## src/rtl/core/dtpy_pkg.sv

```systemverilog
`timescale 1ns / 1ps
// ----------------------------------------------------------------------------
// dtpy_pkg
// Shared widths, angle constants, pipeline payload types and the CORDIC
// arctangent table for the direction to pitch/yaw core.
// ----------------------------------------------------------------------------
package dtpy_pkg;

  localparam int unsigned COORD_W    = 32;
  localparam int unsigned DIFF_W     = COORD_W + 1;
  localparam int unsigned FRAC_W     = 24;
  // Holds every x and y value of both vectoring passes with a spare bit.
  localparam int unsigned DATA_W     = 62;
  // Angle accumulator, degrees with FRAC_W fraction bits.
  localparam int unsigned ANG_W      = 36;
  // Angle after rounding to Q8.8, before wrapping and clamping.
  localparam int unsigned RND_W      = ANG_W - 16;
  localparam int unsigned GAIN_W     = 26;
  localparam int unsigned MUL_W      = DIFF_W + GAIN_W;
  localparam int unsigned PITCH_W    = 16;
  localparam int unsigned YAW_W      = 17;
  localparam int unsigned IN_TDATA_W  = 6 * COORD_W;
  localparam int unsigned OUT_TDATA_W = 40;
  localparam int unsigned MAX_STEPS  = 62;

  // Negated CORDIC gain in Q24, so that the product is already -dz * K.
  localparam logic signed [GAIN_W-1:0] NEG_GAIN_Q24 = -26'sd27628053;
  localparam logic signed [ANG_W-1:0]  DEG180_Q24   = 36'sd3019898880;
  localparam logic signed [ANG_W-1:0]  ROUND_HALF   = 36'sd32768;
  localparam logic signed [RND_W-1:0]  DEG90_Q88    = 20'sd23040;
  localparam logic signed [RND_W-1:0]  DEG180_Q88   = 20'sd46080;
  localparam logic signed [RND_W-1:0]  DEG360_Q88   = 20'sd92160;
  localparam logic [63:0]              RAD_DEG_Q24  = 64'd961263669;

  localparam logic signed [ANG_W-1:0] ATAN_TAB [16] = '{
    36'sd754974720, 36'sd445687602, 36'sd235489088, 36'sd119537938,
    36'sd60000934,  36'sd30029717,  36'sd15018523,  36'sd7509720,
    36'sd3754917,   36'sd1877466,   36'sd938734,    36'sd469367,
    36'sd234684,    36'sd117342,    36'sd58671,     36'sd29335
  };

  typedef struct packed {
    logic signed [DATA_W-1:0] x;
    logic signed [DATA_W-1:0] y;
    logic signed [ANG_W-1:0]  z;
  } cordic_vec_t;

  // Carried alongside the yaw pass.
  typedef struct packed {
    logic signed [DATA_W-1:0] pitch_y;
    logic                     zero_xy;
    logic                     dz_pos;
    logic                     yaw_half;
  } yaw_side_t;

  // Carried alongside the pitch pass.
  typedef struct packed {
    logic signed [YAW_W-1:0] yaw;
    logic                    zero_xy;
    logic                    dz_pos;
  } pitch_side_t;

  // atan(2^-i) in degrees, Q24; small angles use 2^-i * 180/pi rounded.
  function automatic logic signed [ANG_W-1:0] atan_step(input int unsigned i);
    logic [63:0] v;
    v = '0;
    if (i < 16) begin
      return ATAN_TAB[i[3:0]];
    end else if (i >= 63) begin
      return '0;
    end else begin
      v = (RAD_DEG_Q24 + (64'd1 << (i - 1))) >> i;
      return ANG_W'(v);
    end
  endfunction

endpackage

```

## src/rtl/core/dtpy_cordic_stage.sv

```systemverilog
`timescale 1ns / 1ps
// ----------------------------------------------------------------------------
// dtpy_cordic_stage
// One registered vectoring CORDIC iteration with a fixed shift, carrying an
// opaque sideband word along with the vector.
// ----------------------------------------------------------------------------
module dtpy_cordic_stage #(
  parameter int unsigned STEP   = 0,
  parameter int unsigned SIDE_W = 1
) (
  input  logic                 clk_i,
  input  logic                 rst_ni,
  input  logic                 en_i,
  input  logic                 valid_i,
  input  dtpy_pkg::cordic_vec_t vec_i,
  input  logic [SIDE_W-1:0]    side_i,
  output logic                 valid_o,
  output dtpy_pkg::cordic_vec_t vec_o,
  output logic [SIDE_W-1:0]    side_o
);
  import dtpy_pkg::*;

  localparam logic signed [ANG_W-1:0] ANGLE = atan_step(STEP);

  logic signed [DATA_W-1:0] xs;
  logic signed [DATA_W-1:0] ys;
  cordic_vec_t              vec_d;
  cordic_vec_t              vec_q;
  logic [SIDE_W-1:0]        side_q;
  logic                     valid_q;

  assign xs = vec_i.x >>> STEP;
  assign ys = vec_i.y >>> STEP;

  always_comb begin
    if (!vec_i.y[DATA_W-1]) begin
      vec_d.x = vec_i.x + ys;
      vec_d.y = vec_i.y - xs;
      vec_d.z = vec_i.z + ANGLE;
    end else begin
      vec_d.x = vec_i.x - ys;
      vec_d.y = vec_i.y + xs;
      vec_d.z = vec_i.z - ANGLE;
    end
  end

  always_ff @(posedge clk_i or negedge rst_ni) begin
    if (!rst_ni) begin
      valid_q <= 1'b0;
    end else if (en_i) begin
      valid_q <= valid_i;
    end
  end

  always_ff @(posedge clk_i) begin
    if (en_i && valid_i) begin
      vec_q  <= vec_d;
      side_q <= side_i;
    end
  end

  assign valid_o = valid_q;
  assign vec_o   = vec_q;
  assign side_o  = side_q;

endmodule

```

## config.mk

```make
export PLATFORM = sky130hd
export DESIGN_NAME = dtpy_cordic_stage
export DESIGN_NICKNAME = d
export VERILOG_FILES = /design/src/rtl/core/dtpy_pkg.sv /design/src/rtl/core/dtpy_cordic_stage.sv
export SDC_FILE = /design/constraint.sdc
export NUM_CORES = 1
export LEC_CHECK = 0
export ABC_AREA = 1
export BUFFER_PORTS_ARGS = -buffer_cell sky130_fd_sc_hd__buf_4
export CAP_MARGIN = 0
export CORE_ASPECT_RATIO = 0.75
export CORE_MARGIN = 2
export CORE_UTILIZATION = 60
export CTS_BUF_LIST = sky130_fd_sc_hd__clkbuf_4
export CTS_CLUSTER_DIAMETER = 100
export CTS_CLUSTER_SIZE = 14
export DETAILED_ROUTE_END_ITERATION = 6
export GPL_TIMING_DRIVEN = 0
export PLACE_DENSITY = 0.83
export SYNTH_ARGS = -nofsm -noshare
export SYNTH_HDL_FRONTEND = slang
export SYNTH_SLANG_ARGS = --single-unit
```

## constraint.sdc

```tcl
create_clock -name clk_i -period 1 [get_ports clk_i]
set_clock_uncertainty 0.1 [all_clocks]
set_input_delay 0.1 -clock clk_i [delete_from_list [all_inputs] [get_ports clk_i]]
set_output_delay 0.1 -clock clk_i [all_outputs]
set_load 0.01 [all_outputs]
```

==> results of run 1 <==
-- metrics by stage --
stage / setup slack [ns] / setup TNS [ns] / instance area (um2)
2_1_floorplan: -2.00 / -406.75 / 25500
3_3_place_gp: -3.16 / -677.77 / 28600
3_5_place_dp: -1.81 / -276.62 / 28700
4_1_cts: -0.620 / -129.25 / 36400
-- cells by family after synthesis --
logic type,Yosys count
buffers and inverters,952
AO/OA/AOI/OAI,358
adder cells (fa/ha/maj),213
flip-flops,161
multiplexers,1
XOR/XNOR,48
AND/OR/NAND/NOR,2173
-- Yosys cell counts, types with 17 or more instances --
library cell,number
nor3_2,18
xor2_1,44
nand2_2,24
o21bai_1,19
nand2_1,1467
inv_2,28
buf_4,42
edfxtp_1,160
o21ai_0,121
nor2_1,218
inv_1,834
buf_2,17
nand3_1,297
a21oi_1,170
nand4_1,50
ha_1,209
nor2_2,50
-- per-layer routing --
layer	GRT overflow	GRT usage, %
met5	20	69.8
met4	349	98.5
met3	105	88.9
met2	944	109
met1	141	92.5
-- repair_timing --
action	in CTS
pin swaps	509
resized for setup	1440
setup endpoints to repair	336
setup buffers	211
hold endpoints to repair	63
gates cloned	8
hold buffers	51
==> run_results.csv, run 1 <==
group,metric,value,unit
yosys,synthXorXnorAreaFrac,1.84,%
yosys,synth_top_area_share,24.1,%
floorplan,start_util,61.3,%
global_route,grt_overflow_total,1559,
yosys,synth_area_leader_cell,"nand2_1",
run_status,status,"aborted with a tool error",
clock_network,max-clock-path-buffers,2,
clock_network,htree_levels,4,
clock_network,numCtsBuffers,17,
clock_network,root_buffer,"clkbuf_4",
place,dpl.hpwl,85.3,mm
run_status,stop_stage,"5_1_grt",
yosys,avgSynthCellArea,5.86,um2
yosys,synth_edf_count,160,
yosys,async_reset_ff_share,0.621,%
yosys,syn_area,22900,um2
yosys,yosys-top-cells-area,"nand2_1, edfxtp_1, inv_1, ha_1, nand3_1",
place,port_buffers,326,
floorplan,rows,61,
yosys,synth_mux_area_share,0.0437,%
global_route,grt_max_degree,44,
yosys,synth_top_family_by_area,"simple AND/OR/NAND/NOR gates",
floorplan,ios,327,
yosys,synth-compound-area-share,8.31,%
run_status,firstError,"[ERROR GRT-0116] Global routing finished with congestion. Check the congestion regions in the DRC Viewer.",
yosys,synthDistinctLibCells,43,
yosys,ys_seq_area_share,21.1,%
global_route,grt_first_pass_wirelength,293,mm
yosys,synth_fa_ha_area_share,11.8,%
yosys,netlist_instances,3906,
yosys,synth_ff_type,"edfxtp_1",
yosys,yosys.area_share.simple,40.3,%
yosys,ys_warn_count,0,
floorplan,die_h,173,um
yosys,ys_seq_elements,161,
global_route,grt_pass1_vias,44167,
global_route,grt.total_usage,96.6,%
floorplan,die_x,230,um
clock_network,clock-sinks,161,
yosys,syn_nets,4284,
place,gp_congestion,1.15,
place,placed_cells,4740,
==> inputs of run 2 (changes only) <==
--- a/config.mk
+++ b/config.mk
@@ -8,15 +8,11 @@
 export ABC_AREA = 1
 export BUFFER_PORTS_ARGS = -buffer_cell sky130_fd_sc_hd__buf_4
 export CAP_MARGIN = 0
-export CORE_ASPECT_RATIO = 0.75
 export CORE_MARGIN = 2
-export CORE_UTILIZATION = 60
-export CTS_BUF_LIST = sky130_fd_sc_hd__clkbuf_4
-export CTS_CLUSTER_DIAMETER = 100
-export CTS_CLUSTER_SIZE = 14
+export CORE_UTILIZATION = 40
 export DETAILED_ROUTE_END_ITERATION = 6
 export GPL_TIMING_DRIVEN = 0
-export PLACE_DENSITY = 0.83
+export PLACE_DENSITY_LB_ADDON = 0.15
 export SYNTH_ARGS = -nofsm -noshare
 export SYNTH_HDL_FRONTEND = slang
 export SYNTH_SLANG_ARGS = --single-unit
==> run 2 against run 1 <==
The flow now finishes, with violations (negative hold slack, negative setup slack). Synthesized cell count unchanged. Area after synthesis did not move.
==> run_results.csv, run 2 <==
group,metric,value,unit
critical_path,crit_fanout,10,
final_layout,finalInstanceArea,33800,um2
clock_network,cts_tree,"done",
route,wl_met3,10.4,mm
clock_network,numCtsBuffers,17,
route,wire_per_inst,19.9,um
clock_network,clk_pin_slew,0.07,ns
global_route,grt_first_pass_wirelength,147,mm
floorplan,die_x,243,um
min_path,hp-class,"primary input to flop",
clock_network,cts_hold_buf,30,
route,antenna_left,0,
floorplan,rows,87,
critical_path,crit_buf_inv,3,
place,gp_congestion,1.06,
run_status,violations,"negative hold slack, negative setup slack",
critical_path,path_cells,"buf_4 -> inv_2 -> ha_4 -> buf_6 -> o21ai_0 -> a21oi_1 -> nand2_1 -> a21oi_1 -> nand4_1 -> nand3_1 -> nand2_2",
place,port_buffers,326,
critical_path,path_class,"primary input to flop",
final_layout,area_delta_synth_final,47.8,%
critical_path,cp-end-kind,"flop",
route,dr_wl_met2,44.4,mm
yosys,synth_area_leader_cell,"nand2_1",
sta,fmax,546,MHz
sta,period_share,183,%
route,maxUsedRoutingLayer,"met4",
floorplan,start_util,40.5,%
final_layout,multi_input_area,19100,um2
floorplan,dieArea,59200,um2
power_and_ir_drop,power_density,1030,nW/um2
final_layout,final_nets,4756,
global_route,grt_overflow_total,0,
flow_run,drv_cap,0,
final_layout,fillers,5435,
place,pre_cts_slack,-1.84,ns
global_route,antenna_found_initial,3,
yosys,avgSynthCellArea,5.86,um2
yosys,syn_area,22900,um2
sta,min_period,1.83,ns
final_layout,final_cells,5149,
yosys,synth_commonest_cells,"nand2_1, inv_1, nand3_1, nor2_1, ha_1",
yosys,async_reset_ff_share,0.621,%
route,drtPass1Iterations,6,
sta,rsz0062_at_grt,"true",
final_layout,largest_reg_flops,159,
place,dpl.hpwl,84.7,mm
yosys,ys_seq_area_share,21.1,%
yosys,synth_top_area_share,24.1,%
final_layout,ff_latch_area,4830,um2
sta,setup_violations,377,
sta,slew_headroom,10.8,%
critical_path,cp.arrival,1.97,ns
sta,setup_slack,-0.831,ns
route,via_count,26940,
clock_network,max-clock-path-buffers,2,
final_layout,most-common-layout-cells,"nand2_1, inv_1, buf_4",
critical_path,critPathMaxStageDelay,0.29,ns
route,drt-initial-drc-count,2804,
critical_path,cpMostUsedCell,"a21oi_1",
power_and_ir_drop,ir_drop,1.37,mV
yosys,ys_warn_count,0,
clock_network,htree_levels,4,
sta,fin_setup_tns,-132.14,ns
floorplan,core-area,56500,um2
floorplan,die_h,243,um
sta,hold_violations,4,
sta,slew_viol_final,0,
place,dpl-instance-area,29000,um2
critical_path,cp-start-kind,"primary input",
yosys,synth_edf_count,160,
critical_path,cpLargestDelayFamily,"compound AO/OA/AOI/OAI gates",
route,routed_via_density,5.23,
yosys,netlist_instances,3906,
route,wirelength_met1,43.0,mm
yosys,yosys-top-cells-area,"nand2_1, edfxtp_1, inv_1, ha_1, nand3_1",
final_layout,fin_util,59.9,%
yosys,syn_nets,4284,
power_and_ir_drop,power.total,34.8,mW
global_route,grt.total_usage,33.5,%
yosys,synth_ff_type,"edfxtp_1",
final_layout,drive_above_1_share,38.6,%
sta,tightest_slew,1.34,ns
floorplan,ios,327,
critical_path,slowest_stage,"a21oi_1",
global_route,grt_max_degree,44,
yosys,yosysMostFrequentCell,"nand2_1",
power_and_ir_drop,leakagePower,17.1,nW
place,placed_cells,4992,
final_layout,final_common_cell,"nand2_1",
yosys,ys_seq_elements,161,
global_route,grt_pass1_vias,24694,
yosys,synthDistinctLibCells,43,
run_status,status,"finished, violations left",
clock_network,clkLatencyLatePin,0.49,ns
critical_path,cp.required,1.14,ns
clock_network,root_buffer,"clkbuf_16",
clock_network,clock-sinks,161,
sta,whs,-0.249,ns
route,wl,103,mm
route,drc_errors,0,
## run 2: cell counts after synthesis
No cell type changed its count.
## run 2: layout make-up
cell class	count	share of cell area, %
clock buffers	18	1.30
inverters	865	10.3
plain buffers	84	3.37
clock inverters	14	0.436
diodes	2	0.0148
multi-input cells	2793	56.3
flip-flops and latches	161	14.3
repair buffers	456	11.2
well taps	756	2.80
## run 2: worst reg2reg max path: cells and delay by family, from the launching register on
kind	cells	cell delay, ns
DFF	1	0.38
AOI/OAI and AO/OA	1	0.06
buffers and inverters	1	0.05
## run 2: routing by layer
metal	vias to the layer above	track usage, %
li1	12926	-
met1	12401	44.8
met2	1368	52.1
met3	245	6.83
met4	0	14.6
met5	-	0
## run 2: kinds of logic (layout without fill, tap and decap cells)
logic type                 after synthesis  count (layout)  share of synthesized area (%)
and+or+nand+nor                       2173            2173                           40.3
buffers and inverters                  952            1437                           16.7
AOI/OAI and AO/OA                      358             358                           8.31
adders and majority gates              213             213                           11.8
DFF                                    161             161                           21.1
xor gates and xnor gates                48              48                           1.84
muxes                                    1               1                         0.0437
other                                    0               2                              0
## run 2: path summary, 6_finish.rpt
| check | from | endpoint | slack [ns] | cells after the start |
|---|---|---|---|---|
| worst max-delay path | vec_i[85] | vec_o[86] | -0.83 | 11 |
| worst min-delay path | en_i | valid_o | -0.25 | 2 |
| worst max register to register | valid_o | valid_o | 0.30 | 2 |
| worst min register to register | valid_o | valid_o | 0.43 | 2 |
| max in group asynchronous | rst_ni | valid_o | 0.34 | 3 |
| min in group asynchronous | rst_ni | valid_o | 0.36 | 3 |
## run 2: repair_timing
item / in CTS / in global routing
pin swaps: 130 / 167
resized for setup: 478 / 451
endpoints found under the setup margin: 377 / 433
hold endpoints to repair: 37 / 4
setup buffers: 48 / 44
gates cloned: 0 / 4
## run 2: power by group
part	internal [mW]	switching (mW)	leakage [nW]	total (mW)
clock	3.58	3.35	0.294	6.93
sequential	8.34	0.174	1.50	8.51
combinational	7.11	12.2	15.3	19.3
total	19.0	15.8	17.1	34.8
(Power assumes the default switching activity.)
