## src/rtl/core/dtpy_pkg.sv

```systemverilog
`timescale 1ns / 1ps
// ----------------------------------------------------------------------------
// dtpy_pkg
// Shared widths, angle constants, pipeline payload types and the CORDIC
// arctangent table for the direction to pitch/yaw core.
// ----------------------------------------------------------------------------
package dtpy_pkg;

  localparam int unsigned COORD_W    = 32;
  localparam int unsigned DIFF_W     = COORD_W + 1;
  localparam int unsigned FRAC_W     = 24;
  // Holds every x and y value of both vectoring passes with a spare bit.
  localparam int unsigned DATA_W     = 62;
  // Angle accumulator, degrees with FRAC_W fraction bits.
  localparam int unsigned ANG_W      = 36;
  // Angle after rounding to Q8.8, before wrapping and clamping.
  localparam int unsigned RND_W      = ANG_W - 16;
  localparam int unsigned GAIN_W     = 26;
  localparam int unsigned MUL_W      = DIFF_W + GAIN_W;
  localparam int unsigned PITCH_W    = 16;
  localparam int unsigned YAW_W      = 17;
  localparam int unsigned IN_TDATA_W  = 6 * COORD_W;
  localparam int unsigned OUT_TDATA_W = 40;
  localparam int unsigned MAX_STEPS  = 62;

  // Negated CORDIC gain in Q24, so that the product is already -dz * K.
  localparam logic signed [GAIN_W-1:0] NEG_GAIN_Q24 = -26'sd27628053;
  localparam logic signed [ANG_W-1:0]  DEG180_Q24   = 36'sd3019898880;
  localparam logic signed [ANG_W-1:0]  ROUND_HALF   = 36'sd32768;
  localparam logic signed [RND_W-1:0]  DEG90_Q88    = 20'sd23040;
  localparam logic signed [RND_W-1:0]  DEG180_Q88   = 20'sd46080;
  localparam logic signed [RND_W-1:0]  DEG360_Q88   = 20'sd92160;
  localparam logic [63:0]              RAD_DEG_Q24  = 64'd961263669;

  localparam logic signed [ANG_W-1:0] ATAN_TAB [16] = '{
    36'sd754974720, 36'sd445687602, 36'sd235489088, 36'sd119537938,
    36'sd60000934,  36'sd30029717,  36'sd15018523,  36'sd7509720,
    36'sd3754917,   36'sd1877466,   36'sd938734,    36'sd469367,
    36'sd234684,    36'sd117342,    36'sd58671,     36'sd29335
  };

  typedef struct packed {
    logic signed [DATA_W-1:0] x;
    logic signed [DATA_W-1:0] y;
    logic signed [ANG_W-1:0]  z;
  } cordic_vec_t;

  // Carried alongside the yaw pass.
  typedef struct packed {
    logic signed [DATA_W-1:0] pitch_y;
    logic                     zero_xy;
    logic                     dz_pos;
    logic                     yaw_half;
  } yaw_side_t;

  // Carried alongside the pitch pass.
  typedef struct packed {
    logic signed [YAW_W-1:0] yaw;
    logic                    zero_xy;
    logic                    dz_pos;
  } pitch_side_t;

  // atan(2^-i) in degrees, Q24; small angles use 2^-i * 180/pi rounded.
  function automatic logic signed [ANG_W-1:0] atan_step(input int unsigned i);
    logic [63:0] v;
    v = '0;
    if (i < 16) begin
      return ATAN_TAB[i[3:0]];
    end else if (i >= 63) begin
      return '0;
    end else begin
      v = (RAD_DEG_Q24 + (64'd1 << (i - 1))) >> i;
      return ANG_W'(v);
    end
  endfunction

endpackage

```

## src/rtl/core/dtpy_prep.sv

```systemverilog
`timescale 1ns / 1ps
// ----------------------------------------------------------------------------
// dtpy_prep
// Two front stages: the difference vector, then the start vector of the yaw
// pass (folded into the right half plane), the scaled pitch ordinate and the
// special-case flags.
// ----------------------------------------------------------------------------
module dtpy_prep (
  input  logic                                clk_i,
  input  logic                                rst_ni,
  input  logic                                en_i,
  input  logic                                valid_i,
  input  logic [dtpy_pkg::IN_TDATA_W-1:0]     tdata_i,
  output logic                                valid_o,
  output dtpy_pkg::cordic_vec_t               vec_o,
  output dtpy_pkg::yaw_side_t                 side_o
);
  import dtpy_pkg::*;

  logic signed [COORD_W-1:0] start_x, start_y, start_z;
  logic signed [COORD_W-1:0] end_x, end_y, end_z;
  logic signed [DIFF_W-1:0]  dx_d, dy_d, dz_d;
  logic signed [DIFF_W-1:0]  dx_q, dy_q, dz_q;
  logic                      diff_valid_q;

  logic signed [DATA_W-1:0]  x_sc, y_sc;
  logic signed [MUL_W-1:0]   prod;
  logic                      left_half;
  cordic_vec_t               vec_d, vec_q;
  yaw_side_t                 side_d, side_q;
  logic                      valid_q;

  assign start_x = tdata_i[0*COORD_W +: COORD_W];
  assign start_y = tdata_i[1*COORD_W +: COORD_W];
  assign start_z = tdata_i[2*COORD_W +: COORD_W];
  assign end_x   = tdata_i[3*COORD_W +: COORD_W];
  assign end_y   = tdata_i[4*COORD_W +: COORD_W];
  assign end_z   = tdata_i[5*COORD_W +: COORD_W];

  assign dx_d = DIFF_W'(end_x) - DIFF_W'(start_x);
  assign dy_d = DIFF_W'(end_y) - DIFF_W'(start_y);
  assign dz_d = DIFF_W'(end_z) - DIFF_W'(start_z);

  always_ff @(posedge clk_i or negedge rst_ni) begin
    if (!rst_ni) begin
      diff_valid_q <= 1'b0;
      valid_q      <= 1'b0;
    end else if (en_i) begin
      diff_valid_q <= valid_i;
      valid_q      <= diff_valid_q;
    end
  end

  always_ff @(posedge clk_i) begin
    if (en_i && valid_i) begin
      dx_q <= dx_d;
      dy_q <= dy_d;
      dz_q <= dz_d;
    end
  end

  assign x_sc      = DATA_W'(dx_q) <<< FRAC_W;
  assign y_sc      = DATA_W'(dy_q) <<< FRAC_W;
  assign left_half = dx_q[DIFF_W-1];
  assign prod      = MUL_W'(dz_q) * MUL_W'(NEG_GAIN_Q24);

  always_comb begin
    // Vectors in the left half plane are turned by 180 degrees first.
    if (left_half) begin
      vec_d.x = -x_sc;
      vec_d.y = -y_sc;
      vec_d.z = dy_q[DIFF_W-1] ? -DEG180_Q24 : DEG180_Q24;
    end else begin
      vec_d.x = x_sc;
      vec_d.y = y_sc;
      vec_d.z = '0;
    end
    side_d.pitch_y  = DATA_W'(prod);
    side_d.zero_xy  = (dx_q == '0) && (dy_q == '0);
    side_d.dz_pos   = !dz_q[DIFF_W-1] && (dz_q != '0);
    side_d.yaw_half = (dy_q == '0) && left_half;
  end

  always_ff @(posedge clk_i) begin
    if (en_i && diff_valid_q) begin
      vec_q  <= vec_d;
      side_q <= side_d;
    end
  end

  assign valid_o = valid_q;
  assign vec_o   = vec_q;
  assign side_o  = side_q;

endmodule

```

## config.mk

```make
export PLATFORM = sky130hd
export DESIGN_NAME = dtpy_prep
export DESIGN_NICKNAME = d
export VERILOG_FILES = /design/src/rtl/core/dtpy_pkg.sv /design/src/rtl/core/dtpy_prep.sv
export SDC_FILE = /design/constraint.sdc
export NUM_CORES = 2
export LEC_CHECK = 0
export BUFFER_PORTS_ARGS = -buffer_cell sky130_fd_sc_hd__buf_2
export CAP_MARGIN = 0
export CORE_MARGIN = 2
export CORE_UTILIZATION = 30
export DETAILED_ROUTE_END_ITERATION = 12
export GPL_TIMING_DRIVEN = 0
export SETUP_SLACK_MARGIN = 0.5
export SYNTH_ARGS = -nofsm -noshare
export SYNTH_HDL_FRONTEND = slang
export SYNTH_SLANG_ARGS = --single-unit
```

## constraint.sdc

```tcl
create_clock -name clk_i -period 7 [get_ports clk_i]
set_input_delay 1.4 -clock clk_i [delete_from_list [all_inputs] [get_ports clk_i]]
set_output_delay 1.4 -clock clk_i [all_outputs]
set_load 0.01 [all_outputs]
```

After elaboration in Yosys (flattened, before gate mapping) --
Cells that the tools add are included.
Cells by class: add/subtract/negate cells 5, $mul 1, multiplexer cells 2, reduce and logical (&&, ||, !) cells 9
Operator list (number):
- $mux W154 | 1
- $neg A57 Y62 | 2
- $sub A32 B32 Y33 | 3
- $logic_not A33 Y1 | 2
- $mul A33 B26 Y59 const B | 1
- $mux W36 | 1
- $reduce_bool A33 Y1 | 1
- $logic_and A1 B1 Y1 | 5
- $logic_not A1 Y1 | 1
Word-level totals: bits in registers 323, bits of input ports 196, output and inout bits 226, word-level logic and storage cells 31

Longest topological paths before layout --
word-level depth 2, mapped depth 26, depth with buffers taken out 25

Worst setup path before layout --
Ideal clock, no wire load.
path kind reg-to-reg, start register dz_q[32], end register side_q (netlist bit side_o[60]), data pin, setup time 0.265 ns, arrival 7.246 ns, required time 6.735 ns, slack -0.511 ns, cell stages (with the launch flop) 26, buffers on the path 2, period minus slack after synthesis 7.511 ns, cells stage by stage edfxtp_1 > clkbuf_1 > inv_1 > fa_1 > xnor2_1 > xnor2_1 > fa_1 > inv_1 > fa_1 > inv_1 > fa_1 > fa_1 > inv_1 > fa_1 > inv_1 > ha_1 > clkbuf_1 > a21oi_1 > o21a_1 > o21ba_2 > o21ai_0 > a31oi_1 > o21ba_2 > o21ai_0 > a31oi_1 > or3_1
Between the ends: cells in the longest elaborated chain, start to end 1
Ends and longest elaborated chain:
- from (decl) | RTL line dtpy_prep.sv:23 | logic signed [DIFF_W-1:0] dx_q, dy_q, dz_q;
- from (signal assigned) | RTL line dtpy_prep.sv:58 | dz_q <= dz_d;
- $mul A33 B26 Y59 | RTL line dtpy_prep.sv:65 | assign prod = MUL_W'(dz_q) * MUL_W'(NEG_GAIN_Q24);
- via prod[57] | RTL line dtpy_prep.sv:27 | logic signed [MUL_W-1:0] prod;
- to (signal assigned) | RTL line dtpy_prep.sv:87 | side_q <= side_d;
- to (decl) | RTL line dtpy_prep.sv:30 | yaw_side_t side_d, side_q;
The timed path passes the listed nets, and every way through them passes these cells. A chain may end at the register's enable or synchronous reset.

Worst setup path after layout --
start register dz_q[21], end register side_q (netlist bit side_o[60]), data pin
The elaborated chain is that of the path after synthesis.

==> flow_summary.json <==
{
  "period_share_pct": 100,
  "io_pins": 422,
  "worstReg2RegStart": "dz_q[21]",
  "min_from": "dx_q[32]",
  "drive_above_1_share_pct": 22.6,
  "min_to": "vec_o[26]",
  "synthCells": 3274,
  "hold_buffers": 0,
  "worstPathCellList": "clkinvlp_4 -> fa_1 -> inv_1 -> fa_1 -> inv_2 -> fa_1 -> inv_2 -> fa_2 -> fa_1 -> fa_1 -> inv_1 -> fa_1 -> inv_2 -> ha_4 -> buf_8 -> nand2_4 -> o211ai_1 -> a21oi_2 -> o31a_1 -> a21oi_4 -> nand4_1 -> o21ai_2 -> a31oi_1 -> or3_1",
  "drc": 0,
  "clk_latency_ns": 0.60,
  "crit_required_ns": 7.33,
  "drv_slew": 0,
  "io_buffers": 347,
  "cpMostUsedCell": "fa_1",
  "grt_pass1_wl_um": 148000,
  "drt-total-wl_um": 97900,
  "end_kind": "register",
  "start_util_pct": 30.1,
  "grt_usage_pct": 17.5,
  "vias": 23900,
  "regArea_mm2": 0.00726,
  "antenna_found_initial": 10,
  "worstRegToRegCells": 24,
  "clock_path_buffers": 3,
  "drt_iter0_drc": 1078,
  "ys_ff_latch": 242,
  "worst-setup-path-type": "register to register",
  "synth_edf_count": 240,
  "firstDrtPassIters": 8,
  "vias_per_cell": 4.48,
  "cts_tree": "built",
  "worst-path-max-fanout": 6,
  "grt_pass1_vias": 25300,
  "final_antenna_net_count": 0,
  "fp-row-count": 121,
  "clkTransAtPathRegs_ns": 0.07,
  "yosys-top-cells-area": "fa_1 (27%), edfxtp_1 (22%), ha_1 (16%)",
  "setup_violations": 1,
  "fin_nets": 4957,
  "place_inst": 5118,
  "fp.dieW_um": 334,
  "synth-main-ff-cell": "edfxtp_1",
  "dp_slack_ns": -1.13,
  "routedWlPerCell_um": 18.3,
  "die_h_um": 334,
  "yosysTopAreaCell": "fa_1",
  "fmax_mhz": 143,
  "r2r_end": "side_o[60]",
  "reg2reg_slack_ns": -0.01,
  "slowest_stage": "fa_2",
  "yosys_warnings": 0,
  "netlist_area_mm2": 0.0327,
  "synth_top_area_share_pct": 27.2,
  "cts_buffers": 35,
  "tightest_slew_ns": 1.18,
  "worst_path_largest_cell_delay_ns": 0.56,
  "avgSynthCellArea_um2": 9.99,
  "fin_ws_ns": -0.0119,
  "slew_headroom_pct": 20.4,
  "hold_viol": 0,
  "cp-start-kind": "register",
  "violations": "negative setup slack",
  "synth_cell_types": 71,
  "overflow": 0,
  "cts_root_buffer": "clkbuf_16",
  "htreeDepth": 2,
  "synth-seq-area-share_pct": 22.2,
  "place_hpwl_um": 83100,
  "cts.sinks": 242,
  "status": "finished with violations",
  "gp_congestion": 0.934,
  "post-route-util_pct": 37.2,
  "fillers": 10900,
  "worstPathArrival_ns": 7.34,
  "whs_path_depth": 0,
  "instances_no_fill": 5341,
  "hp-class": "register to register",
  "grt_max_degree": 61,
  "fin_crit_ns": 7.01,
  "cap_violations": 0,
  "multi_input_comb_area_mm2": 0.0226,
  "finClkSkew_ns": 0.0342,
  "die_area_mm2": 0.112,
  "rsz0062_at_grt": "yes",
  "core-area_mm2": 0.109,
  "syn_to_final_growth_pct": 23.5,
  "ys_async_sr_fraction_pct": 0.826
}
-- how the worst max path moves through the flow --
stage / slack [ns] / end / start / cells after the start
3_3_place_gp: -1.45 / side_o[61] / dz_q[32] / 24
6_report: -0.01 / side_o[60] / dz_q[21] / 24
3_5_place_dp: -1.13 / side_o[55] / dz_q[12] / 22
2_1_floorplan: -0.14 / side_o[60] / dz_q[32] / 25
4_1_cts: 0.08 / side_o[60] / dz_q[23] / 24
5_1_grt: -0.19 / side_o[60] / dz_q[18] / 22
-- Yosys cell counts, drive strengths merged, types with 15 or more instances --
cell	instances
nand3	37
inv	908
o21a	23
nor2	97
edfxtp	240
xnor2	146
nand2	114
fa	445
nand4	30
a21oi	156
a21o	70
o211ai	16
xor2	54
nand2b	28
ha	417
a31oi	15
o21ai	115
o21bai	19
buf	84
nor2b	22
nor3	16
o31ai	19
clkbuf	41
-- timing repair --
item                                    in CTS  in global routing
setup buffers                              109                 49
endpoints found under the setup margin      39                 32
resized for setup                          139                185
pin swaps                                   53                 90
-- per-layer routing --
metal	routed length [um]	GRT usage [%]	part of all wire, %
met1	40400	20.8	41
met2	48800	31.5	50
met3	6110	4.20	6.2
met4	2570	4.54	2.6
met5	94	0	0.096
-- per-stage QoR --
| step | area, um2 | hold WS (ns) | setup TNS (ns) |
|---|---|---|---|
| global route | 40400 | 0.459 | -0.292 |
| floorplan | 33100 | 0.424 | -0.139 |
| CTS | 39300 | 0.438 | 0 |
| detailed placement | 36800 | 0.434 | -15.30 |
| global placement | 36600 | 0.430 | -74.07 |
| finish | 40400 | 0.442 | -0.0119 |
-- registers in the layout, indices dropped and copies added (netlist names) --
register and flops:
vec_o 79, side_o 62, dx_q 33, dy_q 33
dz_q 33, diff_valid_q 1, valid_o 1
-- kinds of logic after synthesis --
family	Yosys count	synth area share, %
buffers and inverters	1034	12.8
adder cells (fa/ha/maj)	862	43.2
AO/OA/AOI/OAI	511	9.90
AND/OR/NAND/NOR	421	6.44
flip-flops	242	22.2
XOR/XNOR	200	5.35
multiplexers	3	0.0994
other	1	0.0115
-- worst max-delay path: cells and delay by family (launching register included) --
family	cells	cell delay [ns]
buf+inv	7	0.56
flops	1	0.49
simple gates	3	0.63
fa+ha+maj	8	3.84
compound gates	6	1.20
-- layout make-up --
cell class | instances | area share (%)
well taps | 1414 | 4.38
flip-flops and latches | 242 | 18.0
repair buffers | 510 | 8.02
clock buffers | 42 | 2.23
plain buffers | 125 | 2.28
inverters | 909 | 8.62
multi-input cells | 2076 | 55.9
clock inverters | 21 | 0.551
diodes | 2 | 0.0124
-- cells in the final DEF, fill, tap and decap left out, drive strengths merged, types with 11 or more instances in the layout --
| cell type | count |
|---|---|
| xnor2 | 146 |
| and3 | 11 |
| nor2b | 22 |
| fa | 445 |
| o31ai | 19 |
| nand2b | 28 |
| clkinvlp | 17 |
| conb | 79 |
| a211oi | 12 |
| buf | 605 |
| or3 | 12 |
| inv | 893 |
| ha | 417 |
| nand2 | 114 |
| clkinv | 17 |
| a21o | 70 |
| o21bai | 19 |
| nand3 | 37 |
| edfxtp | 240 |
| and2 | 14 |
| nor2 | 97 |
| o211ai | 16 |
| a31oi | 15 |
| nor3 | 16 |
| nand4 | 30 |
| xor2 | 54 |
| o21ai | 115 |
| clkbuf | 72 |
| o21a | 23 |
| a21oi | 156 |
Power is left out: the tool's default activity adds up to more than one toggle a clock period on the data nets, which glitch-free logic cannot reach.
