--- src/rtl/core/dtpy_pkg.sv ---
`timescale 1ns / 1ps
// ----------------------------------------------------------------------------
// dtpy_pkg
// Shared widths, angle constants, pipeline payload types and the CORDIC
// arctangent table for the direction to pitch/yaw core.
// ----------------------------------------------------------------------------
package dtpy_pkg;

  localparam int unsigned COORD_W    = 32;
  localparam int unsigned DIFF_W     = COORD_W + 1;
  localparam int unsigned FRAC_W     = 24;
  // Holds every x and y value of both vectoring passes with a spare bit.
  localparam int unsigned DATA_W     = 62;
  // Angle accumulator, degrees with FRAC_W fraction bits.
  localparam int unsigned ANG_W      = 36;
  // Angle after rounding to Q8.8, before wrapping and clamping.
  localparam int unsigned RND_W      = ANG_W - 16;
  localparam int unsigned GAIN_W     = 26;
  localparam int unsigned MUL_W      = DIFF_W + GAIN_W;
  localparam int unsigned PITCH_W    = 16;
  localparam int unsigned YAW_W      = 17;
  localparam int unsigned IN_TDATA_W  = 6 * COORD_W;
  localparam int unsigned OUT_TDATA_W = 40;
  localparam int unsigned MAX_STEPS  = 62;

  // Negated CORDIC gain in Q24, so that the product is already -dz * K.
  localparam logic signed [GAIN_W-1:0] NEG_GAIN_Q24 = -26'sd27628053;
  localparam logic signed [ANG_W-1:0]  DEG180_Q24   = 36'sd3019898880;
  localparam logic signed [ANG_W-1:0]  ROUND_HALF   = 36'sd32768;
  localparam logic signed [RND_W-1:0]  DEG90_Q88    = 20'sd23040;
  localparam logic signed [RND_W-1:0]  DEG180_Q88   = 20'sd46080;
  localparam logic signed [RND_W-1:0]  DEG360_Q88   = 20'sd92160;
  localparam logic [63:0]              RAD_DEG_Q24  = 64'd961263669;

  localparam logic signed [ANG_W-1:0] ATAN_TAB [16] = '{
    36'sd754974720, 36'sd445687602, 36'sd235489088, 36'sd119537938,
    36'sd60000934,  36'sd30029717,  36'sd15018523,  36'sd7509720,
    36'sd3754917,   36'sd1877466,   36'sd938734,    36'sd469367,
    36'sd234684,    36'sd117342,    36'sd58671,     36'sd29335
  };

  typedef struct packed {
    logic signed [DATA_W-1:0] x;
    logic signed [DATA_W-1:0] y;
    logic signed [ANG_W-1:0]  z;
  } cordic_vec_t;

  // Carried alongside the yaw pass.
  typedef struct packed {
    logic signed [DATA_W-1:0] pitch_y;
    logic                     zero_xy;
    logic                     dz_pos;
    logic                     yaw_half;
  } yaw_side_t;

  // Carried alongside the pitch pass.
  typedef struct packed {
    logic signed [YAW_W-1:0] yaw;
    logic                    zero_xy;
    logic                    dz_pos;
  } pitch_side_t;

  // atan(2^-i) in degrees, Q24; small angles use 2^-i * 180/pi rounded.
  function automatic logic signed [ANG_W-1:0] atan_step(input int unsigned i);
    logic [63:0] v;
    v = '0;
    if (i < 16) begin
      return ATAN_TAB[i[3:0]];
    end else if (i >= 63) begin
      return '0;
    end else begin
      v = (RAD_DEG_Q24 + (64'd1 << (i - 1))) >> i;
      return ANG_W'(v);
    end
  endfunction

endpackage

--- src/rtl/core/dtpy_yaw_fix.sv ---
`timescale 1ns / 1ps
// ----------------------------------------------------------------------------
// dtpy_yaw_fix
// Rounds the yaw accumulator to Q8.8, wraps and clamps it to +-180 degrees,
// and loads the pitch pass with the planar length and the scaled -dz.
// ----------------------------------------------------------------------------
module dtpy_yaw_fix (
  input  logic                   clk_i,
  input  logic                   rst_ni,
  input  logic                   en_i,
  input  logic                   valid_i,
  input  dtpy_pkg::cordic_vec_t  vec_i,
  input  dtpy_pkg::yaw_side_t    side_i,
  output logic                   valid_o,
  output dtpy_pkg::cordic_vec_t  vec_o,
  output dtpy_pkg::pitch_side_t  side_o
);
  import dtpy_pkg::*;

  logic signed [ANG_W-1:0] sum;
  logic signed [RND_W-1:0] rnd;
  logic signed [RND_W-1:0] wrap;
  cordic_vec_t             vec_d, vec_q;
  pitch_side_t             side_d, side_q;
  logic                    valid_q;

  assign sum = vec_i.z + ROUND_HALF;

  always_comb begin
    rnd = sum[ANG_W-1:16];
    if (side_i.yaw_half) begin
      rnd = DEG180_Q88;
    end
    wrap = rnd;
    if (wrap > DEG180_Q88) begin
      wrap = wrap - DEG360_Q88;
    end
    if (wrap < -DEG180_Q88) begin
      wrap = wrap + DEG360_Q88;
    end
    if (wrap > DEG180_Q88) begin
      wrap = DEG180_Q88;
    end
    if (wrap < -DEG180_Q88) begin
      wrap = -DEG180_Q88;
    end

    vec_d.x = vec_i.x;
    vec_d.y = side_i.pitch_y;
    vec_d.z = '0;
    side_d.yaw     = side_i.zero_xy ? '0 : YAW_W'(wrap);
    side_d.zero_xy = side_i.zero_xy;
    side_d.dz_pos  = side_i.dz_pos;
  end

  always_ff @(posedge clk_i or negedge rst_ni) begin
    if (!rst_ni) begin
      valid_q <= 1'b0;
    end else if (en_i) begin
      valid_q <= valid_i;
    end
  end

  always_ff @(posedge clk_i) begin
    if (en_i && valid_i) begin
      vec_q  <= vec_d;
      side_q <= side_d;
    end
  end

  assign valid_o = valid_q;
  assign vec_o   = vec_q;
  assign side_o  = side_q;

endmodule

--- config.mk ---
export PLATFORM = sky130hd
export DESIGN_NAME = dtpy_yaw_fix
export DESIGN_NICKNAME = d
export VERILOG_FILES = /design/src/rtl/core/dtpy_pkg.sv /design/src/rtl/core/dtpy_yaw_fix.sv
export SDC_FILE = /design/constraint.sdc
export NUM_CORES = 1
export LEC_CHECK = 0
export BUFFER_PORTS_ARGS = -buffer_cell sky130_fd_sc_hd__buf_2
export CORE_AREA = 10 10 152 154
export DETAILED_ROUTE_END_ITERATION = 16
export DIE_AREA = 0 0 162 164
export PLACE_DENSITY = 0.65
export SYNTH_ARGS = -nofsm -noshare
export SYNTH_HDL_FRONTEND = slang
export SYNTH_SLANG_ARGS = --single-unit
--- constraint.sdc ---
create_clock -name clk_i -period 1.1 [get_ports clk_i]
set_input_delay 0.33 -clock clk_i [delete_from_list [all_inputs] [get_ports clk_i]]
set_output_delay 0.33 -clock clk_i [all_outputs]
set_load 0.01 [all_outputs]
# ---- Word level (Yosys, flattened, before mapping)
# Index checks and enable logic that the tools add are counted.
dict set report totals {
  reg_bits 144
  output_inout_bits 180
  word_cells 21
}
dict set report op_classes {
  n_addsub 3
  magnitude_cmp 4
  muxes 5
  n_reduce_logical 2
}
# operator n
set op_table {}
lappend op_table {{$mux 20} 4}
lappend op_table {{$gt 20x17->1 const B} 2}
lappend op_table {{$lt 20x17->1 const B} 2}
lappend op_table {{$add 36x17->36 const B} 1}
lappend op_table {{$add 20x18->20 const B} 1}
lappend op_table {{$sub 20x18->20 const B} 1}
lappend op_table {{$mux 17} 1}
lappend op_table {{$reduce_or 2->1} 1}
lappend op_table {{$logic_and 1x1->1} 1}

# ---- Depth between registers and ports, before layout
# Gate-level depths: netlist of run 1.
dict set report depth {
  depth_word 10
  mapped_depth 22
  mapped_depth_nobuf 20
}

# ---- Worst setup path after synthesis of run 1
# No wires, ideal clock.
dict set report synth_timing {
  kind {input to register}
  start {input vec_i[23] (netlist bit)}
  end {register side_q (netlist bit side_o[3]) (data pin)}
  setup_time_ns 0.259
  t_arrival_ns 4.680
  t_required_ns 0.841
  setup_slack_ns -3.839
  path_stages 21
  cell_sequence {buf_4 -> nand3_2 -> nor4_4 -> mux2i_1 -> buf_2 -> nand4_1 -> nor4_4 -> nand2_1 -> nand2_1 -> a21o_1 -> inv_1 -> ha_1 -> or3_1 -> nor4_1 -> nor3b_2 -> and3_1 -> o211a_1 -> o32ai_1 -> or3_1 -> buf_6 -> a21oi_2}
}
dict set report synth_via {
  elab_chain_len 10
}
# item line_no
set synth_lines {}
lappend synth_lines {{start: declaration} dtpy_yaw_fix.sv:12} ;# input dtpy_pkg::cordic_vec_t vec_i,
lappend synth_lines {{$add 36x17->36 *} dtpy_yaw_fix.sv:27} ;# assign sum = vec_i.z + ROUND_HALF;
lappend synth_lines {{$mux 20 *} dtpy_yaw_fix.sv:31} ;# if (side_i.yaw_half) begin
lappend synth_lines {{$sub 20x18->20 or $gt 20x17->1 (tied branches)} {dtpy_yaw_fix.sv:36, dtpy_yaw_fix.sv:35}}
lappend synth_lines {{$mux 20 *} dtpy_yaw_fix.sv:35} ;# if (wrap > DEG180_Q88) begin
lappend synth_lines {{$add 20x18->20 or $lt 20x17->1 (tied branches)} {dtpy_yaw_fix.sv:39, dtpy_yaw_fix.sv:38}}
lappend synth_lines {{$mux 20 *} dtpy_yaw_fix.sv:38} ;# if (wrap < -DEG180_Q88) begin
lappend synth_lines {{$gt 20x17->1} dtpy_yaw_fix.sv:41} ;# if (wrap > DEG180_Q88) begin
lappend synth_lines {{$mux 20 *} dtpy_yaw_fix.sv:41}
lappend synth_lines {{$lt 20x17->1} dtpy_yaw_fix.sv:44} ;# if (wrap < -DEG180_Q88) begin
lappend synth_lines {{$reduce_or 2->1 (no line)} --}
lappend synth_lines {{end signal: assignment} dtpy_yaw_fix.sv:67} ;# side_q <= side_d;
lappend synth_lines {{end: declaration} dtpy_yaw_fix.sv:24} ;# pitch_side_t side_d, side_q;
# Mark *: on every way between the ends. The rest lies on a longest branch, timed or not.
# A chain may end at the register's enable or synchronous reset.

# ---- Final worst setup path of run 1
dict set report layout_timing {
  start {input vec_i[20] (netlist bit)}
  end {register side_q (netlist bit side_o[5]) (data pin)}
}
# Same word-level chain as after synthesis.

==> results of run 1 <==
## power by group through the flow
stage               combinational, W  sequential, W  clock, W
floorplan                    0.00142        0.00689         0
global placement             0.00322        0.00666         0
detailed placement           0.00325        0.00667         0
CTS                          0.00356        0.00656   0.00567
global route                 0.00398        0.00659   0.00592
finish                       0.00371        0.00656   0.00550
## layer usage
metal  GRT usage  share of wire  up-vias
met5           0        0.00052        -
met4      0.0471          0.016        2
met3      0.0516          0.076       26
met2       0.315           0.51      262
met1       0.208           0.40     2923
li1            -              -     2934
## final cells by class
type                    instances  area [µm²]
multi-input cells             347        2810
repair buffers                489        3140
diodes                          1        2.50
clock inverters                14         145
inverters                      10        40.0
clock buffers                  18         429
flip-flops and latches        144        4320
fillers                      1727        8820
well taps                     270         338
## critical path, delay by kind of cell
kind,cells,cell delay [ns]
and+or+nand+nor,5,1.27
xor gates and xnor gates,1,0.18
muxes,1,0.19
adders and majority gates,1,0.16
buffers and inverters,5,0.61
AOI/OAI and AO/OA,7,1.58
## flip-flops by register name, indices dropped and copies added, names as in the netlist
signal / cells
valid_o: 1
side_o: 19
vec_o: 124
## logic make-up after synthesis
group | count (synthesis)
buffers and inverters | 67
XOR/XNOR | 23
other | 1
AND/OR/NAND/NOR | 161
multiplexers | 13
adder cells (fa/ha/maj) | 3
AO/OA/AOI/OAI | 111
flip-flops | 144
## how the worst max path moves through the flow
stage                          from                 endpoint  slack [ns]  depth (start not counted)
after global placement    vec_i[17]  side_o[6]$_SDFFCE_PP0P_       -3.59                         21
after CTS                 vec_i[18]  side_o[8]$_SDFFCE_PP0P_       -2.87                         20
after global routing      vec_i[29]  side_o[5]$_SDFFCE_PP0P_       -3.15                         21
final                     vec_i[20]  side_o[5]$_SDFFCE_PP0P_       -2.99                         20
after floorplan           vec_i[17]  side_o[2]$_SDFFCE_PP0P_       -3.41                         20
after detailed placement  vec_i[15]  side_o[9]$_SDFFCE_PP0P_       -3.70                         22
## cells in the final DEF, fill, tap and decap left out, drive strengths merged, types with 5 or more instances in the layout
cell type	synthesis	layout
o21ai	16	16
a21o	5	5
nand4	15	15
mux2i	8	8
inv	10	17
edfxtp	143	143
nor2b	6	6
xnor2	14	14
o21a	7	7
conb	1	36
or3	5	5
buf	54	488
and2	11	11
mux2	5	5
nor3	10	10
a211oi	6	6
nor4	10	10
a31oi	6	6
nand2	21	21
nand3	26	26
clkbuf	3	18
and3	10	10
nor2	35	35
a21oi	24	24
xor2	9	9
## timing repair
item                                    CTS  global route
hold endpoints to repair                  1             0
cloned                                    1             0
setup buffers                            17            12
hold buffers                              1             0
endpoints found under the setup margin  161           161
pin swaps                                26            11
resized for setup                        72            36
## per-stage QoR
| stage | setup TNS [ns] | std cells | hold WS (ns) | setup WS [ns] | area, µm² |
|---|---|---|---|---|---|
| floorplan | -154.70 | 558 | 0.0344 | -3.41 | 7300 |
| finish | -70.68 | 1293 | 0.0897 | -2.99 | 11200 |
| global route | -80.42 | 1292 | 0.0597 | -3.15 | 11200 |
| detailed placement | -82.45 | 1230 | 0.106 | -3.70 | 9970 |
| CTS | -72.99 | 1281 | 0.0640 | -2.87 | 11000 |
| global placement | -83.48 | 1230 | 0.106 | -3.59 | 9970 |
==> metrics.cfg, run 1 <==
[cts]
path_clk_slew_ns = 0.06
cts_buffer_depth = 2
cts_sinks = 144
cts_buffers = 17
clk_latency_ns = 0.41
root_buffer = clkbuf_16
cts_tree = built
htreeDepth = 4

[critical_path]
worstSetupPathType = primary input to flop
r2r-end = valid_o$_DFFE_PN0P_
path_cells = buf_6 -> buf_6 -> or4_4 -> a311oi_2 -> a31oi_1 -> buf_4 -> a211oi_4 -> a21oi_2 -> mux2i_4 -> inv_4 -> ha_4 -> or3_4 -> nor4_4 -> nor3b_2 -> xor2_1 -> o311ai_2 -> nand2_1 -> a2111o_1 -> buf_6 -> a21oi_2
crit_fanout = 5
cpPeakStageDelay_ns = 0.52
cpMostUsedCell = buf_6
r2r_start = valid_o$_DFFE_PN0P_
rr_worst_depth = 1
rrSetupSlack_ns = 0.32
cp.required_ns = 1.37
cp_slowest_cell = or4_4
cp.arrival_ns = 4.36
startpoint_type = primary input
endpoint_kind = flop

[power_and_ir_drop]
p_sw_frac = 0.275
p_seq_frac = 0.416
power.switching_w = 0.00433
leakage_nw = 4.71
combPwrFrac = 0.235
share_clk_of_total_power = 0.349
powerDensity_mw_per_mm2 = 1410
ir_drop_uv = 878
p_int_w = 0.0114
p_total_w = 0.0158

[logic_synthesis]
synth_mux_area_frac = 0.0227
syn_area_mm2 = 0.00705
synth.most_common_cell = edfxtp_1
synth_top_family_by_area = simple AND/OR/NAND/NOR gates
syn_inst = 523
synthAdderAreaFrac = 0.00532
synth-edff-count = 143
yosysUniqueCellTypes = 91
synthFlopType = edfxtp_1
yosys.area_share.simple = 0.139
yosys_warnings = 0
synth_compound_area_frac = 0.129
synth_area_leaders = edfxtp_1, buf_4, nor2_1, xnor2_1, nand3_1
ys_seq_area_frac = 0.613
ys_ff_latch = 144
synthXorXnorAreaFrac = 0.0286
yosysTopAreaCell = edfxtp_1
syn_avg_cell_area_um2 = 13.5
synth_common_cells = edfxtp_1, buf_4, nor2_1, nand3_1, nand2_1
ys_async_sr_fraction = 0.00694
synth_top_area_share = 0.609

[timing]
finalHoldViolCount = 0
fin_ws_ns = -2.99
setup_violations = 161
post-route-min-period_ns = 4.09
rsz0062_at_grt = true
slew-limit-headroom = 0.612
finalCritPeriodShare = 3.71
slew_violations = 0
fin_skew_ns = 0
timing.fmax_mhz = 245
tightestPinTransition_ns = 0.576

[finish]
layout-drive-gt1-share = 0.612
syn_to_final_growth_pct = 59.1
final_core_util = 0.560
final_nets = 1241

[flow_run]
drv_cap = 0

[detailed_routing]
drtIter0Drc = 336
viasPerCell = 4.75
drc = 0
num_vias = 6147
dr.pass1.iters = 4
routedWlPerCell_um = 19.2
drt_wl_total_um = 24900
ant_nets = 0

[min_path]
worst_hold_path_type = primary input to flop
min_from = side_i[27]
hold_end = vec_o[60]$_DFFE_PP_
hold_path_depth = 1

[global_route]
grt_use_total = 0.179
overflow = 0
grt_pass1_wl_um = 36600
grt_antenna_before_repair = 1
grt_max_degree = 43
grt_pass1_vias = 6186

[floorplanning]
die_w_um = 162
die_h_um = 164
placementRows = 52
start_util = 0.352
die_area_mm2 = 0.0266
ios = 409
core_area_mm2 = 0.0200

[placement]
dpl.hpwl_um = 20200
gp_congestion = 0.897
port_buffers = 295

[status]
status = complete, but fails checks
violations = setup timing

No activity file was read; power rests on OpenSTA's default activity.
==> run 2, diff against run 1 <==
CORE_AREA = 2 2 157 159   (was 10 10 152 154)
DIE_AREA = 0 0 159 161   (was 0 0 162 164)
PLACE_DENSITY = unset   (was 0.65)
==> metrics.cfg, run 2 (synthesized netlist as in run 1, its figures left out) <==
[status]
status = complete, but fails checks  ; unchanged
violations = setup timing  ; unchanged

[timing]
post-route-min-period_ns = 4.09  ; about the same
setup_tns_ns = -70.66  ; was -70.68 ns
rsz0062_at_grt = true  ; unchanged
slew_violations = 0  ; unchanged
timing.fmax_mhz = 244  ; was 245 MHz
fin_ws_ns = -2.99  ; about the same
setup_violations = 161  ; unchanged
finalCritPeriodShare = 3.72  ; was 3.71
finalHoldViolCount = 0  ; unchanged
fin_skew_ns = 0  ; unchanged

[power_and_ir_drop]
combPwrFrac = 0.226  ; was 0.235
p_seq_frac = 0.408  ; was 0.416
p_int_w = 0.0116  ; was 0.0114 W
ir_drop_uv = 767  ; was 878 µV
power.switching_w = 0.00445  ; was 0.00433 W
share_clk_of_total_power = 0.366  ; was 0.349
powerDensity_mw_per_mm2 = 1430  ; was 1410 mW/mm²
p_sw_frac = 0.276  ; was 0.275
leakage_nw = 4.72  ; was 4.71 nW

[critical_path]
cp.arrival_ns = 4.35  ; was 4.36 ns
cp.required_ns = 1.36  ; was 1.37 ns
r2r-end = valid_o$_DFFE_PN0P_  ; unchanged
crit_fanout = 5  ; unchanged
startpoint_type = primary input  ; unchanged
r2r_start = valid_o$_DFFE_PN0P_  ; unchanged
rr_worst_depth = 1  ; unchanged
crit_end = side_o[3]$_SDFFCE_PP0P_  ; was side_o[5]$_SDFFCE_PP0P_
cp-startpoint = vec_i[16]  ; was vec_i[20]
worstSetupPathType = primary input to flop  ; unchanged
rrSetupSlack_ns = 0.36  ; was 0.32 ns
endpoint_kind = flop  ; unchanged

[finish]
n_fill_cell = 2224  ; was 1727
largest_register_ff_count = 124  ; unchanged
final_nets = 1235  ; was 1241
multi_input_area_mm2 = 0.00278  ; was 0.00281 mm²
syn_to_final_growth_pct = 60.0  ; was 59.1%
stdcell_area_mm2 = 0.0113  ; was 0.0112 mm²
final_common_cell = buf_2  ; unchanged
final_cell_mix = buf_2, buf_4, edfxtp_1  ; unchanged
layout-drive-gt1-share = 0.601  ; was 0.612
insertedDiodeCount = 0  ; was 1
regArea_mm2 = 0.00432  ; unchanged

[cts]
cts_tree = built  ; unchanged
cts_buffer_depth = 2  ; unchanged
cts_buffers = 17  ; unchanged
cts_sinks = 144  ; unchanged
root_buffer = clkbuf_16  ; unchanged
htreeDepth = 4  ; unchanged
clk_latency_ns = 0.40  ; was 0.41 ns
path_clk_slew_ns = 0.07  ; was 0.06 ns

[detailed_routing]
drc = 0  ; unchanged
viasPerCell = 4.57  ; was 4.75
num_vias = 6126  ; was 6147
dr.pass1.iters = 4  ; unchanged
routedWlPerCell_um = 17.2  ; was 19.2 µm
drt_wl_total_um = 23000  ; was 24900 µm
drtIter0Drc = 345  ; was 336
ant_nets = 0  ; unchanged

[floorplanning]
die_h_um = 161  ; was 164 µm
ios = 409  ; unchanged
core_area_mm2 = 0.0240  ; was 0.0200 mm²
die_area_mm2 = 0.0256  ; was 0.0266 mm²
start_util = 0.294  ; was 0.352
die_w_um = 159  ; was 162 µm
placementRows = 57  ; was 52

[global_route]
grt_use_total = 0.173  ; was 0.179
grt_antenna_before_repair = 0  ; was 1
overflow = 0  ; unchanged
grt_pass1_vias = 5972  ; was 6186
grt_max_degree = 38  ; was 43
grt_pass1_wl_um = 34200  ; was 36600 µm

[min_path]
worst_hold_path_type = primary input to flop  ; unchanged
min_from = vec_i[153]  ; was side_i[27]

[placement]
placed_cell_area_mm2 = 0.0100  ; was 0.00997 mm²
dpl.hpwl_um = 17800  ; was 20200 µm
dp_slack_ns = -3.80  ; was -3.70 ns
gp_congestion = 0.864  ; was 0.897
port_buffers = 295  ; unchanged

[flow_run]
drv_cap = 0  ; unchanged

-- run 2: cell count changes in the layout (fill, tap and decap cells not counted), sizes merged --
cell / before / now
clkinv: 3 / 2
clkbuf: 18 / 20
bufinv: 1 / 2
diode: 1 / 0
buf: 488 / 480
-- run 2: power by group through the flow --
stage / Combinational (W) / Sequential [W] / Clock [W]
floorplan: 0.00142 / 0.00689 / 0
global placement: 0.00317 / 0.00666 / 0
detailed placement: 0.00319 / 0.00667 / 0
CTS: 0.00340 / 0.00656 / 0.00607
global route: 0.00387 / 0.00660 / 0.00629
finish: 0.00363 / 0.00656 / 0.00590
-- run 2: cell type report --
class,instances,area share
clock buffers,18,0.0381
repair buffers,483,0.278
clock inverters,14,0.0150
multi-input cells,347,0.246
well taps,324,0.0359
inverters,10,0.00355
flip-flops and latches,144,0.383
-- run 2: stage by stage --
step / instances / power [W] / utilization / hold WS, ns
after CTS: 1332 / 0.0160 / 0.460 / 0.0717
after floorplan: 558 / 0.00831 / - / 0.0344
final: 1340 / 0.0161 / 0.471 / 0.0927
after global placement: 1281 / 0.00983 / 0.419 / 0.105
after global routing: 1340 / 0.0168 / 0.471 / 0.0637
after detailed placement: 1281 / 0.00986 / 0.419 / 0.106
-- run 2: how the worst min path moves through the flow --
| stage | end | slack (ns) | depth (start not counted) |
|---|---|---|---|
| finish | vec_o[153]$_DFFE_PP_ | 0.09 | 1 |
| global route | vec_o[49]$_DFFE_PP_ | 0.06 | 1 |
| CTS | vec_o[144]$_DFFE_PP_ | 0.07 | 1 |
| detailed placement | valid_o$_DFFE_PN0P_ | 0.11 | 1 |
| global placement | valid_o$_DFFE_PN0P_ | 0.11 | 1 |
| floorplan | valid_o$_DFFE_PN0P_ | 0.03 | 0 |
-- run 2: critical path, cell delays in order --
cell      delay, ns
buf_8          0.10
ha_4           0.17
buf_6          0.12
buf_6          0.11
a21oi_2        0.12
o211ai_1       0.12
a311oi_2       0.32
a31oi_2        0.18
a211oi_4       0.33
nand2_2        0.11
nand2_2        0.08
a21o_1         0.14
inv_2          0.05
ha_4           0.15
or3_4          0.33
nor4_4         0.22
nor3b_4        0.10
buf_4          0.15
o21a_1         0.18
a21o_1         0.20
a2111o_1       0.43
buf_6          0.17
a21oi_4        0.11
-- run 2: repair_timing --
action	CTS	global route
cloned	1	0
setup endpoints to repair	161	161
hold buffers	1	0
gates resized for setup	62	43
hold endpoints to repair	1	0
buffers inserted	18	8
pin swaps	21	15
-- run 2: per-layer routing --
| metal | wire [µm] | vias up | track usage | part of all wire |
|---|---|---|---|---|
| li1 | - | 2927 | - | - |
| met1 | 9560 | 2959 | 0.214 | 0.41 |
| met2 | 12000 | 222 | 0.311 | 0.52 |
| met3 | 1180 | 18 | 0.0313 | 0.051 |
| met4 | 319 | 0 | 0.0421 | 0.014 |
| met5 | 0 | - | 0 | 0 |
